$ cat config.mk
export PLATFORM = sky130hd
export DESIGN_NAME = dcmf_horz
export DESIGN_NICKNAME = d
export VERILOG_FILES = /design/src/dcmf_pkg.sv /design/src/dcmf_horz.sv
export SDC_FILE = /design/constraint.sdc
export NUM_CORES = 1
export LEC_CHECK = 0
export BUFFER_PORTS_ARGS = -buffer_cell sky130_fd_sc_hd__buf_2
export CAP_MARGIN = 20
export CORE_MARGIN = 10
export CORE_UTILIZATION = 30
export CTS_CLUSTER_DIAMETER = 150
export DETAILED_ROUTE_END_ITERATION = 8
export GPL_TIMING_DRIVEN = 0
export PLACE_DENSITY = 0.57
export SLEW_MARGIN = 20
export SYNTH_ARGS = -nofsm -noshare
export SYNTH_HDL_FRONTEND = slang
export SYNTH_SLANG_ARGS = --single-unit
$ cat constraint.sdc
create_clock -name clk -period 13.2 [get_ports clk]
set_input_delay 1.32 -clock clk [delete_from_list [all_inputs] [get_ports clk]]
set_output_delay 1.32 -clock clk [all_outputs]
set_load 0.01 [all_outputs]
$ cat src/dcmf_pkg.sv
`timescale 1ns / 1ps
package dcmf_pkg;

	localparam int PIX_W = 8;
	localparam int CFG_WIDTH_W = 11;
	localparam int CFG_HEIGHT_W = 11;
	localparam int CFG_RADIUS_W = 4;
	localparam int CFG_MODE_W = 1;
	localparam int CFG_IDX_W = 2;
	localparam int CFG_DATA_W = 11;

	localparam int DEF_MAX_WIDTH = 1024;
	localparam int DEF_MAX_HEIGHT = 1024;
	localparam int DEF_MAX_RADIUS = 8;

	// register indexes of the configuration port
	localparam logic [CFG_IDX_W-1:0] REG_WIDTH = 2'd0;
	localparam logic [CFG_IDX_W-1:0] REG_HEIGHT = 2'd1;
	localparam logic [CFG_IDX_W-1:0] REG_RADIUS = 2'd2;
	localparam logic [CFG_IDX_W-1:0] REG_MODE = 2'd3;

	localparam logic [CFG_WIDTH_W-1:0] RST_WIDTH = 11'd1024;
	localparam logic [CFG_HEIGHT_W-1:0] RST_HEIGHT = 11'd1024;
	localparam logic [CFG_RADIUS_W-1:0] RST_RADIUS = 4'd1;
	localparam logic [CFG_MODE_W-1:0] RST_MODE = 1'b1;

	localparam logic [CFG_MODE_W-1:0] MODE_GRAY = 1'b0;

	// per-item control that rides along the pipeline
	typedef struct packed {
		logic emit;
		logic last;
	} ctl_t;

	function automatic logic [PIX_W-1:0] min2(input logic [PIX_W-1:0] a,
		input logic [PIX_W-1:0] b);
		return (b < a) ? b : a;
	endfunction

endpackage

$ cat src/dcmf_horz.sv
`timescale 1ns / 1ps
module dcmf_horz #(
	parameter int MAX_WIDTH = dcmf_pkg::DEF_MAX_WIDTH,
	parameter int MAX_RADIUS = dcmf_pkg::DEF_MAX_RADIUS,
	parameter int OCW = 10,
	parameter int WCW = 11,
	localparam int NT = 2 * MAX_RADIUS + 1,
	localparam int RDW = $clog2(MAX_RADIUS + 1)
) (
	input  logic                      clk,
	input  logic                      arst_n,
	input  logic                      adv,
	input  logic                      valid_in,
	input  logic [dcmf_pkg::PIX_W-1:0] vmin,
	input  logic [OCW-1:0]            oc,
	input  dcmf_pkg::ctl_t            ctl,
	input  logic [RDW-1:0]            radius,
	input  logic [WCW-1:0]            width,
	output logic                      out_valid,
	output logic [dcmf_pkg::PIX_W-1:0] dark_value,
	output logic                      last_of_frame
);

	localparam int CW2 = $clog2(MAX_WIDTH + 2 * MAX_RADIUS + 2) + 1;
	localparam int NP = 1 << $clog2(NT);

	logic [dcmf_pkg::PIX_W-1:0] taps_q [NT];
	logic                       valid_s3;
	logic [OCW-1:0]             oc_s3;
	dcmf_pkg::ctl_t             ctl_s3;
	logic [dcmf_pkg::PIX_W-1:0] tr [1:2*NP-1];

	// tap 0 is the newest column minimum, the center sits radius taps back
	always_comb begin
		for (int i = 0; i < NP; i++) begin
			if ((i < NT) && (CW2'(i) <= (CW2'(radius) << 1)) &&
			    (CW2'(i) <= CW2'(oc_s3) + CW2'(radius)) &&
			    (CW2'(oc_s3) + CW2'(radius) + CW2'(1) <= CW2'(width) + CW2'(i)))
				tr[NP+i] = taps_q[i];
			else
				tr[NP+i] = '1;
		end
		for (int i = NP - 1; i >= 1; i--)
			tr[i] = dcmf_pkg::min2(tr[2*i], tr[2*i+1]);
	end

	always_ff @(posedge clk or negedge arst_n) begin
		if (!arst_n) begin
			valid_s3 <= 1'b0;
			out_valid <= 1'b0;
		end else if (adv) begin
			valid_s3 <= valid_in;
			out_valid <= valid_s3 && ctl_s3.emit;
		end
	end

	always_ff @(posedge clk) begin
		if (adv) begin
			if (valid_in) begin
				taps_q[0] <= vmin;
				for (int t = 1; t < NT; t++)
					taps_q[t] <= taps_q[t-1];
			end
			oc_s3 <= oc;
			ctl_s3 <= ctl;
			if (valid_s3 && ctl_s3.emit) begin
				dark_value <= tr[1];
				last_of_frame <= ctl_s3.last;
			end
		end
	end

endmodule

==> run metrics, run 1 <==
# setup viols final=0; Post-Syn Area=16900 µm²; worst skew pair latency=about 450 ps; hold_ws=422 ps; total CTS buffers=17; Iter 0 DRT Violations=1006; Hold Crit Class=reg -> reg; most frequent cell after synthesis=ha_1; final hold violations=0; clk sinks=159; Leak=0.00878 µW; Worst Skew=about 7 ps; Die X=around 260 µm; outcome=completed; Critical Path Sink Type=flip-flop; CP startpoint kind=input pin; fin area=22000 µm²; Yosys warnings=0; Data required, critical path=13400 ps; grt ovf=0; FF/Latch Area=4760 µm²; ant diodes=0; Slew @ Worst Pin=1200 ps; # rows=86; Setup Crit Path Kind=in -> reg; Multi-input gate area=13100 µm²; slew margin rel.=19.7%; largest net degree at the start of global routing=55; Max Clk Rate=just under 0.08 GHz; ratio of cells with drive above 1 in the final layout=25.3%; nets@finish=approximately 2400; Max clock buf depth=2; Main synth FF type=edfxtp_1; PwrDens=about 210 nW/µm²; CTS tree=built; syn avg cell area=9.06 µm²; max-cap violation count=0; WP data arrival=13170 ps; TritonRoute pass-1 iters=5; wire per inst=around 19 µm; RePlAce Congestion=0.912; flops & latches, synth=159; cell taking the most area after synthesis=edfxtp_1; CP most frequent cell=buf_4; Tot GR Track Use=15.7%; DR vias=15594; antenna violations before repair=0; I/O Buffers=45; post-synthesis instance total=1862; Post-synth EDFFs=157; Core ar.=55400 µm²; clk slew on worst S/H paths=60 ps; post-synthesis sequential area ratio=28.2%; final cycle utilization of the critical path=98.3%; synth unique cells=99; ANT nets after route=0; DR vias/cell=around 5.4; Initial Util=30.4%; vias in the first global route=approximately 15000; area added between synthesis and finish=30.4%; Total Power=4520 µW; min Tclk post-route=12970 ps; DP HPWL=between 30000 and 40000 µm; VDD IR max=roughly 0.0003 V; placed insts=around 2700; RSZ-0062 raised after global routing=true; H-tree depth reported by CTS=4; crit path max fanout=8; Fill cells=approximately 5300; top cells by count, synth=277 x ha_1, 206 x nor2_1, 157 x edfxtp_1; global-route wire length before repair=83100 µm; Post-DP Area=18500 µm²; Root Buffer=clkbuf_16; total wire length=55900 µm; FFs w/ async S/R, synth=1.26%; Util after Layout=39.7%; die area=approximately 66000 µm²; share of the synthesized area in the top cell type=27.9%; cell at the slowest stage of the critical path=fa_2; Synth area leaders=edfxtp_1 28%, ha_1 21%, xnor2_1 6.6%; slowest stage delay, CP=670 ps; Remaining DRCs=0; I/O Pins=49; final cell count without fillers=2877; die height=257 µm; max-slew violations=0
placed cells by master, fill, tap and decap left out, types with 10 or more instances in the layout:
cell and count:
nand4_1 41, a21oi_1 112, a211o_1 11, and3_1 11, ha_1 251, buf_6 16
nor2_2 21, nor2_1 175, xnor2_1 120, or2_2 10, mux2i_4 13, clkbuf_16 17
nor2b_1 30, buf_4 154, a21oi_2 22, mux2i_1 17, nand3_1 40, inv_2 11
buf_2 46, mux2_4 11, nor3_1 20, clkbuf_1 19, a21o_1 55, o21a_1 11
o211ai_1 25, o21ai_0 48, o21ai_1 11, a31oi_1 14, nand2b_1 23, mux2_2 11
edfxtp_1 157, a211oi_1 12, nor2_4 12, inv_1 121, nand2_1 110, conb_1 16
buf_12 15, ha_4 24
area by class of cell:
class / count / share of cell area [%]
multi-input cells: 1541 / 59.5
clock inverters: 13 / 0.847
well taps: 748 / 4.25
plain buffers: 37 / 0.972
inverters: 134 / 2.29
repair buffers: 227 / 8.54
flip-flops and latches: 159 / 21.7
clock buffers: 18 / 1.95
repair_timing:
item                       in CTS  in global routing
buffers inserted              113                 66
hold buffers                    0                  0
gates cloned                    0                  3
setup endpoints to repair       8                  8
resized for setup             109                186
pin swaps                      41                 94
worst max-delay path: cells and delay by family:
family | cells | cell delay (ps)
buf+inv | 22 | 2870
xor+xnor | 1 | 170
mux | 5 | 1410
fa+ha+maj | 9 | 2540
simple gates | 9 | 1030
compound gates | 22 | 3780
path summary, 6_finish.rpt:
path / from / depth (start not counted) / slack (ps) / endpoint
min in group asynchronous: arst_n / 1 / 650 / valid_s3
worst max register to register: oc_s3[0] / 67 / 740 / dark_value[0]
worst min-delay path: ctl_s3[0] / 0 / 420 / last_of_frame
max in group asynchronous: arst_n / 1 / 12460 / out_valid
worst min register to register: ctl_s3[0] / 0 / 420 / last_of_frame
worst max-delay path: radius[0] / 68 / 230 / dark_value[0]
flip-flops by register name, summed over array words and instances (netlist names):
signal         count
out_valid          1
ctl_s3             2
oc_s3             10
valid_s3           1
dark_value         8
taps_q           136
last_of_frame      1
cell families (layout without fill, tap and decap cells):
| kind of cell | count (synthesis) | in the layout | share of synthesized area (%) |
|---|---|---|---|
| AOI/OAI and AO/OA | 467 | 468 | 19.3 |
| other | 1 | 16 | 0.0222 |
| xor gates and xnor gates | 135 | 136 | 7.01 |
| DFF | 159 | 159 | 28.2 |
| buffers and inverters | 180 | 429 | 4.09 |
| adders and majority gates | 284 | 284 | 21.0 |
| and+or+nand+nor | 577 | 578 | 16.6 |
| muxes | 59 | 59 | 3.71 |
power breakdown:
group | total, µW | internal, µW | switching [µW]
Combinational | 3350 | 1650 | 1700
Sequential | 641 | 623 | 17.4
Clock | 529 | 316 | 213
metal layers:
metal / part of all wire, % / vias to the layer above / GRT usage [%] / routed length [µm]
met2: 48 / 467 / 26.9 / 27000
met5: 0 / - / 0 / 0
met1: 43 / 7603 / 19.6 / 24000
li1: - / 7413 / - / -
met3: 5.2 / 111 / 2.64 / 2900
met4: 3.5 / 0 / 5.31 / 1930
stage by stage:
stage / setup TNS (ps) / worst slack (ps)
6_report: 0 / 230
5_1_grt: -1350 / -190
4_1_cts: 0 / 2.63
3_5_place_dp: -20400 / -2700
3_3_place_gp: -23810 / -3120
2_1_floorplan: 0 / 10.7
Note: power is estimated with default switching activity, not from simulation.
==> run 2, diff against run 1 <==
Settings changed: CORE_UTILIZATION 30 to 45, PLACE_DENSITY 0.57 to 0.74.
==> run 2 against run 1 <==
Compared with the run above: core utilization increased by 18 points; power grew 1.8%; clock-buffer cell count decreased by 1; non-clock buffer count fell by 36; sequential cell count unchanged; combinational power up 3%; maximum frequency is 1.1% lower; cell count fell by 11%; critical path depth shrank 7; critical path type unchanged; critical endpoint unchanged.
==> run metrics, run 2 (synthesis gave the netlist of run 1 again) <==
Util after Layout=slightly below 60%; fin area=21300 µm²; Total Power=4600 µW; CP most frequent cell=a21oi_2; outcome=completed; Sum Neg Setup Slack=0 ps; final cycle utilization of the critical path=between 90% and 100%; Max clock buf depth=2; Remaining DRCs=0; Leak=0.00854 µW; H-tree depth reported by CTS=4; Hold Crit Class=reg -> reg; nets@finish=2399; Post-DP Area=18200 µm²; # rows=70; min Tclk post-route=13120 ps; most common cell after layout, fill and taps aside=ha_1; Die X=214 µm; ratio of cells with drive above 1 in the final layout=24.0%; worst skew pair latency=460 ps; Iter 0 DRT Violations=1532; I/O Pins=between 40 and 50; Root Buffer=clkbuf_16; CTS tree=built; grt ovf=0; ant diodes=0; PwrDens=216 nW/µm²; antenna violations before repair=0; Worst Skew=approximately 13 ps; slowest stage delay, CP=430 ps; CP startpoint kind=input pin; area added between synthesis and finish=26.0%; slew margin rel.=7.09%; die area=45600 µm²; final hold violations=0; Core ar.=about 37000 µm²; largest net degree at the start of global routing=61; DR vias=15984; die height=214 µm; clk slew on worst S/H paths=70 ps; placed insts=around 2400; register bank with the most flops=taps_q; RePlAce Congestion=0.968; reg2reg setup slack=~630 ps; Initial Util=a little under half; cts hold-fix bufs=0; Data required, critical path=~13000 ps; wire per inst=21.4 µm; ANT nets after route=0; I/O Buffers=45; max-slew violations=0; global-route wire length before repair=79500 µm; VDD IR max=0.000249 V; crit path max fanout=8; vias in the first global route=15152; Setup Crit Path Kind=in -> reg; most frequent cells in the layout=248 x ha_1, 174 x nor2_1, 157 x edfxtp_1, 124 x buf_4, 121 x xnor2_1; WP data arrival=13320 ps; final cell count without fillers=around 2600; max reg flops=136; Tot GR Track Use=22.1%; clk sinks=~160; Top Registers=taps_q: 136 flops, oc_s3: 10 flops, dark_value: 8 flops; total CTS buffers=17; total wire length=54900 µm; Critical Path Sink Type=flip-flop; DR vias/cell=6.24; Slew @ Worst Pin=around 1400 ps; DP HPWL=36800 µm; max-cap violation count=0; # setup viols final=0; Max Clk Rate=between 0.07 and 0.08 GHz; TritonRoute pass-1 iters=6; cell at the slowest stage of the critical path=o311a_4
-- run 2: worst max-delay path: cells and delay by family --
family                   cells  cell delay [ps]
buffers and inverters        9             1310
adder cells (fa/ha/maj)      7             1690
multiplexers                 5             1620
AND/OR/NAND/NOR             15             2270
AO/OA/AOI/OAI               25             5100
-- run 2: layout make-up --
type,instances,area [µm²]
well taps,468,586
repair buffers,189,1530
multi-input cells,1542,13100
flip-flops and latches,159,4760
plain buffers,39,205
fillers,3019,15500
clock inverters,15,159
inverters,134,507
clock buffers,17,425
-- run 2: final timing paths --
kind / start / end / cells after the start
setup / recovery: radius[2] / dark_value[0] / 61
hold / removal: ctl_s3[0] / last_of_frame / 0
setup reg to reg: oc_s3[0] / dark_value[0] / 61
hold reg to reg: ctl_s3[0] / last_of_frame / 0
max in group asynchronous: arst_n / out_valid / 1
min in group asynchronous: arst_n / valid_s3 / 1
-- run 2: timing repair --
item	CTS	global route
pin swaps	37	90
buffers inserted	80	57
endpoints found under the setup margin	8	8
gates resized for setup	92	188
cloned	0	5
-- run 2: power breakdown --
part           internal, µW  total (µW)  switching, µW
combinational          1690        3450           1760
sequential              623         640           17.0
clock                   281         508            227
total                  2590        4600           2010
-- run 2: metal layers --
layer	global-route usage, %	wire, µm
met1	27.1	22000
met5	0	0
met4	10.2	2680
met2	37.3	26000
met3	3.61	4250
-- run 2: stage by stage --
step	setup slack, ps	hold WS (ps)
after floorplan	10.7	400
after global placement	-3020	403
after detailed placement	-2840	427
after CTS	0.701	442
after global routing	-272	455
final	80.6	440
